### src/rtl/dprm_pkg.sv
// Package with the command and outcome codes and the region select mask of the region memory.
`timescale 1ns / 1ps
package dprm_pkg;

	// Access kind carried by the command field
	typedef enum logic {
		CMD_WRITE = 1'b0,
		CMD_READ  = 1'b1
	} command_t;

	// What an item did
	typedef enum logic [1:0] {
		OUT_ADDR  = 2'd0,
		OUT_STORE = 2'd1,
		OUT_READ  = 2'd2
	} outcome_t;

	// Bits of the address byte that choose a region
	localparam logic [1:0] REGION_SEL_MASK = 2'h3;

endpackage

### src/rtl/dual_pointer_region_memory_top.sv
// Top level of the dual pointer region memory.
`timescale 1ns / 1ps
// done is high in the cycle after the one in which the item is accepted.
// Throughput: one item per cycle while busy is low; the synchronous read port of
// the byte memory registers the read data, and pointers update in the accepting cycle.
// Reset: pointers zero, address expected, all bytes read as zero (per-byte valid
// flags); busy stays high for the first cycle after reset is released.
// The receiver cannot stall: each result shows for exactly one cycle.
module dual_pointer_region_memory_top #(
	parameter int REGION_LEN   = 3,
	parameter int REGION_COUNT = 4
) (
	input  logic       clk,
	input  logic       arst_n,
	input  logic       start,
	output logic       busy,
	input  logic       command,
	input  logic       channel,
	input  logic [7:0] write_byte,
	output logic       done,
	output logic [7:0] read_byte,
	output logic [1:0] outcome
);

	localparam int DEPTH  = REGION_LEN * REGION_COUNT;
	localparam int IDX_W  = (DEPTH > 1) ? $clog2(DEPTH) : 1;
	localparam int BASE_W = (REGION_COUNT > 1) ? $clog2(REGION_COUNT) : 1;
	localparam int OFF_W  = (REGION_LEN > 1) ? $clog2(REGION_LEN) : 1;

	// Reduce a region selector below REGION_COUNT by repeated subtraction
	function automatic logic [BASE_W-1:0] region_of(input logic [1:0] sel);
		logic [4:0] v;
		v = {3'b000, sel};
		for (int k = 0; k < 3; k++) begin
			if (v >= 5'(REGION_COUNT)) begin
				v = v - 5'(REGION_COUNT);
			end
		end
		return BASE_W'(v);
	endfunction

	logic [BASE_W-1:0] base_q   [2];
	logic [OFF_W-1:0]  offset_q [2];
	logic              awaiting_q;
	logic              busy_q;
	logic [DEPTH-1:0]  valid_q;
	logic [7:0]        mem [DEPTH];

	logic              done_s1;
	dprm_pkg::outcome_t outcome_s1;
	logic [7:0]        rdata_s1;
	logic              rvalid_s1;

	logic              accept;
	logic              is_read;
	logic              is_addr;
	logic              is_store;
	logic [IDX_W-1:0]  idx;
	logic [OFF_W:0]    off_inc;
	logic [OFF_W-1:0]  off_next;

	assign accept   = start && !busy_q;
	assign is_read  = (dprm_pkg::command_t'(command) == dprm_pkg::CMD_READ);
	assign is_addr  = !is_read && awaiting_q;
	assign is_store = !is_read && !awaiting_q;

	// Form the byte address of the selected channel and its advanced offset
	always_comb begin
		idx      = IDX_W'(base_q[channel]) * IDX_W'(REGION_LEN) + IDX_W'(offset_q[channel]);
		off_inc  = {1'b0, offset_q[channel]} + (OFF_W+1)'(1);
		off_next = (off_inc >= (OFF_W+1)'(REGION_LEN)) ? '0 : off_inc[OFF_W-1:0];
	end

	// Update channel pointers and the shared address expectation
	always_ff @(posedge clk or negedge arst_n) begin
		if (!arst_n) begin
			base_q[0]   <= '0;
			base_q[1]   <= '0;
			offset_q[0] <= '0;
			offset_q[1] <= '0;
			awaiting_q  <= 1'b1;
			busy_q      <= 1'b1;
		end else begin
			busy_q <= 1'b0;
			if (accept) begin
				if (is_read) begin
					awaiting_q        <= 1'b1;
					offset_q[channel] <= off_next;
				end else if (is_addr) begin
					base_q[channel]   <= region_of(write_byte[1:0] & dprm_pkg::REGION_SEL_MASK);
					offset_q[channel] <= '0;
					awaiting_q        <= 1'b0;
				end else begin
					offset_q[channel] <= off_next;
				end
			end
		end
	end

	// Mark bytes written since reset; unmarked bytes read as zero
	always_ff @(posedge clk or negedge arst_n) begin
		if (!arst_n) begin
			valid_q <= '0;
		end else if (accept && is_store) begin
			valid_q[idx] <= 1'b1;
		end
	end

	// Byte memory: at most one write and one registered read per cycle
	always_ff @(posedge clk) begin
		if (accept && is_store) begin
			mem[idx] <= write_byte;
		end
		rdata_s1 <= mem[idx];
	end

	// Result stage control
	always_ff @(posedge clk or negedge arst_n) begin
		if (!arst_n) begin
			done_s1     <= 1'b0;
			outcome_s1  <= dprm_pkg::OUT_ADDR;
			rvalid_s1   <= 1'b0;
		end else begin
			done_s1   <= accept;
			rvalid_s1 <= valid_q[idx];
			if (accept) begin
				if (is_read) begin
					outcome_s1 <= dprm_pkg::OUT_READ;
				end else if (is_addr) begin
					outcome_s1 <= dprm_pkg::OUT_ADDR;
				end else begin
					outcome_s1 <= dprm_pkg::OUT_STORE;
				end
			end
		end
	end

	// Drive the result ports; non-read items return zero
	always_comb begin
		busy    = busy_q;
		done    = done_s1;
		outcome = outcome_s1;
		if (outcome_s1 == dprm_pkg::OUT_READ && rvalid_s1) begin
			read_byte = rdata_s1;
		end else begin
			read_byte = 8'h00;
		end
	end

endmodule

### config.mk
export PLATFORM = sky130hd
export DESIGN_NAME = dual_pointer_region_memory_top
export DESIGN_NICKNAME = d
export VERILOG_FILES = /design/src/rtl/dprm_pkg.sv /design/src/rtl/dual_pointer_region_memory_top.sv
export SDC_FILE = /design/constraint.sdc
export NUM_CORES = 1
export LEC_CHECK = 0
export ABC_AREA = 1
export BUFFER_PORTS_ARGS = -buffer_cell sky130_fd_sc_hd__buf_2
export CAP_MARGIN = 20
export CORE_MARGIN = 3
export CORE_UTILIZATION = 45
export CTS_CLUSTER_DIAMETER = 150
export DETAILED_ROUTE_END_ITERATION = 10
export GPL_ROUTABILITY_DRIVEN = 1
export GPL_TIMING_DRIVEN = 0
export SYNTH_ARGS = -nofsm -noshare
export SYNTH_HDL_FRONTEND = slang
export SYNTH_SLANG_ARGS = --single-unit
### constraint.sdc
create_clock -name clk -period 3.33 [get_ports clk]
set_input_delay 0 -clock clk [delete_from_list [all_inputs] [get_ports clk]]
set_output_delay 0 -clock clk [all_outputs]
set_load 0.02 [all_outputs]
== After elaboration in Yosys (flattened, before gate mapping) ==
Memories as Yosys holds them, arrays and structs flattened. A register that Yosys moved wholly into a read port is not among the register bits.
Cells that the tools add are included.

* Memories: 1
* Memory bits (writable): 96
* Output and inout bits: 12
* Input bits: 13
* Register bits after elaboration: 26
* Logic and storage cells: 62

* Reduce and logical (&&, ||, !) cells: 13
* Order comparisons: 5
* Muxes and demuxes: 24
* Multipliers: 1
* Add/subtract/negate cells: 2
* Bitwise operators: 5
* Eq/ne operators: 1

{| class="wikitable"
|+ Memory list
! memory !! words !! width !! read ports !! clocked after Yosys merged registers in !! write ports !! line !! RTL
|-
| mem || 12 || 8 || 1 || 1 || 1 || dual_pointer_region_memory_top.sv:47 || <nowiki>logic [7:0] mem [DEPTH];</nowiki>
|}

{| class="wikitable"
|+ Operators by type and width
! operator !! count
|-
| $mux 2 || 9
|-
| $or 12x12->12 || 1
|-
| $bwmux 4 || 2
|-
| $mux 4 || 2
|-
| $mux 8 || 1
|-
| $logic_and 1x1->1 || 7
|-
| $mux 1 || 7
|-
| $lt 4x5->1 const B || 1
|-
| $add 4x2->4 || 1
|-
| $and 4x4->4 || 1
|-
| $bmux 1 s4 || 1
|-
| $demux 1 s4 || 1
|-
| $ge 4x1->1 const B || 1
|-
| $mul 2x2->4 const B || 1
|-
| $not 4->4 || 1
|-
| $add 2x1->3 const B || 1
|-
| $ge 3x2->1 const B || 1
|-
| $logic_not 1->1 || 3
|-
| $reduce_and 3->1 || 1
|-
| $demux 2 s1 || 1
|-
| $eq 2x2->1 const B || 1
|-
| $ge 2x2->1 const B || 1
|-
| $lt 2x1->1 const B || 1
|-
| $not 1->2 || 1
|-
| other kinds (3) || 3
|}

== Logic depth before layout (Yosys ltp) ==
* Depth in word-level cells: 11
* Gate-level depth with buffers: 14

== Least setup slack after synthesis ==
OpenSTA, ideal clock, no wires.

* Path kind: flip-flop to flip-flop
* Start: register base_q[3] (netlist name)
* End: memory mem[4][0], enable pin
* Setup time: 0.370 ns
* Slack: 0.240 ns
* Arrival time: 2.720 ns
* Stages on the path, launching flop included: 10
* Cell sequence: dfrtp_1 > o21ai_0 > fa_1 > inv_1 > ha_1 > inv_1 > fa_1 > nor2_4 > inv_1 > nor2_1

* Cells in the longest elaborated chain, start to end: 5

{| class="wikitable"
|+ RTL lines
! element !! line !! RTL
|-
| start: declaration || dual_pointer_region_memory_top.sv:42 || <nowiki>logic [BASE_W-1:0] base_q [2];</nowiki>
|-
| start signal: indexed assignment || dual_pointer_region_memory_top.sv:90 || <nowiki>base_q[channel] <= region_of(write_byte[1:0] & dprm_pkg::REGION_SEL_MASK);</nowiki>
|-
| $mux 2 (implied by the code) (3 in a row) || dual_pointer_region_memory_top.sv:69 || <nowiki>idx = IDX_W'(base_q[channel]) * IDX_W'(REGION_LEN) + IDX_W'(offset_q[channel]);</nowiki>
|-
| $mul 2x2->4 || dual_pointer_region_memory_top.sv:69 ||
|-
| $add 4x2->4 || dual_pointer_region_memory_top.sv:69 ||
|-
| end: declaration || dual_pointer_region_memory_top.sv:47 ||
|}

No other way between the ends. The select of a mux whose other input is x is not followed.

== Final worst setup path ==
* Start: register offset_q[1] (netlist name)
* End: memory mem[4][7], enable pin

* Cells in the longest elaborated chain, start to end: 4

{| class="wikitable"
|+ RTL lines
! element !! line !! RTL
|-
| start: declaration || dual_pointer_region_memory_top.sv:43 || <nowiki>logic [OFF_W-1:0] offset_q [2];</nowiki>
|-
| start signal: indexed assignment || dual_pointer_region_memory_top.sv:88 || <nowiki>offset_q[channel] <= off_next;</nowiki>
|-
| start signal: indexed assignment || dual_pointer_region_memory_top.sv:94 || <nowiki>offset_q[channel] <= off_next;</nowiki>
|-
| $mux 2 (implied by the code) (3 in a row) || dual_pointer_region_memory_top.sv:69 ||
|-
| $add 4x2->4 || dual_pointer_region_memory_top.sv:69 ||
|}

No other way between the ends. The select of a mux whose other input is x is not followed.

==> impl_metrics.tcl <==
set metrics [dict create \
    yosys.cell_types.count 33 \
    r2r_cells 11 \
    drive_gt1_share_pct 18.3 \
    cp_slowest_cell "fa_1" \
    detail-route-antenna-nets 0 \
    n_antenna_cell 0 \
    arrival_ns 3.17 \
    fmax_mhz 325 \
    cp_top_family "adder cells" \
    num_rows 40 \
    syn-cell-area_um2 5580 \
    clk_pin_slew_worst_paths_ns 0.05 \
    grt_max_degree 27 \
    pre_cts_ws_ns -0.210 \
    numCtsBuffers 17 \
    hold_depth 1 \
    cts_buffer_depth 2 \
    firstDrtPassIters 5 \
    synth_fp_nets 561 \
    avgRoutedWirePerCell_um 15.5 \
    insertion_delay_ns 0.41 \
    antenna_found_initial 0 \
    drt-initial-drc-count 269 \
    die_w_um 117 \
    grt_pass1_wl_mm 19.8 \
    overflow 0 \
    cp-end-kind "flip-flop" \
    startpoint_type "flip-flop" \
    seq_area_frac_synth_pct 66.3 \
    start_util_pct 46.2 \
    die_height_um 117 \
    synth.avg_cell_area_um2 10.3 \
    pin_count 25 \
    leakage_nw 2.96 \
    grt.total_usage_pct 19.0 \
    cts_tree "done" \
    cp.depth 11 \
    core_um2 12100 \
    yosys_warnings 0 \
    syn2layout_area_growth_pct 19.8 \
    worstHoldPathType "in2reg" \
    place_congestion 0.859 \
    slew_violations 0 \
    drc 0 \
    crit_top_cell "inv_1" \
    vdd_ir_drop_max_v 0.000530 \
    finalPower_w 0.00550 \
    portBuffers 24 \
    cts.sinks 130 \
    maxCapViolations 0 \
    root_buffer "clkbuf_16" \
    setup_ws_ns 0.249 \
    cpPeakStageDelay_ns 0.54 \
    rsz0062_at_grt "no" \
    place_area_um2 5910 \
    h-tree-depth 4 \
    slew_headroom_pct 56.2 \
    worst_clock_skew_ns 0.00718 \
    grt_pass1_vias 3615 \
    ys_ff_latch 130 \
    cp_num_buf_inv 4 \
    vias_per_cell 4.81 \
    status "complete, no violations" \
    finalHoldViolations 0 \
    path_cells "inv_1 > nand2_1 > o21ai_1 > fa_1 > inv_1 > ha_1 > inv_1 > fa_1 > nor2_4 > clkinvlp_4 > nor2_4" \
    synthesis.instances 544 \
    fin_crit_ns 3.08 \
    hpwl_mm 8.25 \
    fill_cells 1042 \
    dieArea_um2 13800 \
    wirelength_mm 12.1 \
    fin_hold_ws_ns 0.0338 \
    cp_data_required_time_ns 3.42 \
    cp_max_fo 10 \
    setup_viol 0 \
    vias 3754 \
    final_nets 617 \
    tightest_slew_ns 0.655 \
    p_per_area_nw_per_um2 823 \
    crit_type "reg2reg" \
    design_area_um2 6680 \
    timing.final.crit_share_pct 92.5 \
]
## cells in the final DEF, fill, tap and decap left out, types with 2 or more instances in the layout
master         instances
nand2_1              283
nand2_4                4
clkinv_2               6
buf_6                  4
o21ai_0                9
o21bai_2               8
buf_4                  7
inv_2                  2
clkbuf_1               2
edfxtp_1              96
inv_1                 26
o21bai_1               3
o21ai_1                4
nor2_2                 6
fa_1                   2
dfrtp_1               24
clkinvlp_4             2
clkinv_1               3
o21ai_2                2
nor2_1                11
clkbuf_16             17
nor2_4                11
bufinv_16              3
dlygate4sd3_1         10
dfxtp_1                8
o22ai_1                3
dfstp_2                2
ha_1                   2
nand3_1               11
buf_2                 32
## layout make-up
cell class                      count  area (um2)  area share (%)
Clock inverter                     13         144            2.15
Tap cell                          168         210            3.15
Buffer                             18         123            1.84
Timing Repair Buffer               37         243            3.63
Multi-Input combinational cell    365        1710            25.6
Clock buffer                       18         429            6.42
Sequential cell                   130        3700            55.3
Inverter                           31         123            1.84
## per-stage QoR
step / util, % / std cells / setup TNS, ns
final: 55.4 / 780 / 0
after global routing: 55.4 / 780 / 0
after CTS: 54.9 / 777 / -2.55
after detailed placement: 49.0 / 736 / -10.29
after global placement: 49.0 / 736 / -5.89
after floorplan: - / 544 / 0
## flip-flops by register name, summed over array words and instances (netlist names)
register / cells
rvalid_s1: 1
base_q: 4
valid_q: 12
mem: 96
rdata_s1: 8
done: 1
busy: 1
offset_q: 4
awaiting_q: 1
outcome: 2
## kinds of logic (layout without fill, tap and decap cells)
family                   count (synthesis)  after routing  share of synthesized area, %
flip-flops                             130            130                          66.3
other                                    1              1                        0.0672
AND/OR/NAND/NOR                        330            330                          24.3
buffers and inverters                   49            117                          4.33
AO/OA/AOI/OAI                           30             30                          3.90
adder cells (fa/ha/maj)                  4              4                          1.17
## synth_stat cells (all sizes together)
master / count / area [um2]
nand2: 288 / 1110
edfxtp: 96 / 2880
inv: 30 / 115
nor2: 29 / 153
dfrtp: 24 / 601
buf: 17 / 119
o21ai: 15 / 78.8
nand3: 11 / 55.1
o21bai: 11 / 113
dfxtp: 8 / 160
o22ai: 3 / 18.8
dfstp: 2 / 52.6
fa: 2 / 40.0
ha: 2 / 25.0
clkbuf: 1 / 3.75
clkinv: 1 / 3.75
conb: 1 / 3.75
nand4: 1 / 21.3
nor3: 1 / 10.0
o21a: 1 / 7.51
## path summary, 6_finish.rpt
kind	start	end	slack, ns
setup / recovery	offset_q[1]	mem[4][7]	0.25
hold / removal	write_byte[1]	mem[6][1]	0.03
setup reg to reg	offset_q[1]	mem[4][7]	0.25
hold reg to reg	valid_q[8]	valid_q[8]	0.46
max in group asynchronous	arst_n	valid_q[4]	2.80
min in group asynchronous	arst_n	base_q[2]	0.13
## per-layer routing
| metal | vias to the layer above | wire [um] | GRT usage (%) |
|---|---|---|---|
| met5 | - | 0 | 0 |
| met4 | 0 | 260 | 7.92 |
| met3 | 19 | 828 | 4.68 |
| met2 | 99 | 5430 | 28.1 |
| met1 | 1774 | 5590 | 27.0 |
| li1 | 1862 | - | - |
## repair_timing
| item | 4_1_cts | 5_1_grt |
|---|---|---|
| buffers inserted | 0 | 3 |
| endpoints found under the hold margin | 117 | 0 |
| endpoints found under the setup margin | 90 | 97 |
| pin swaps | 0 | 1 |
| gates resized for setup | 13 | 11 |
| hold buffers | 10 | 0 |
## report_power, final
| group | switching, W | internal (W) |
|---|---|---|
| combinational | 0.00117 | 0.000554 |
| clock | 0.000659 | 0.00116 |
| sequential | 0.0000614 | 0.00190 |
| total | 0.00189 | 0.00361 |
Note: power is estimated with default switching activity, not from simulation.
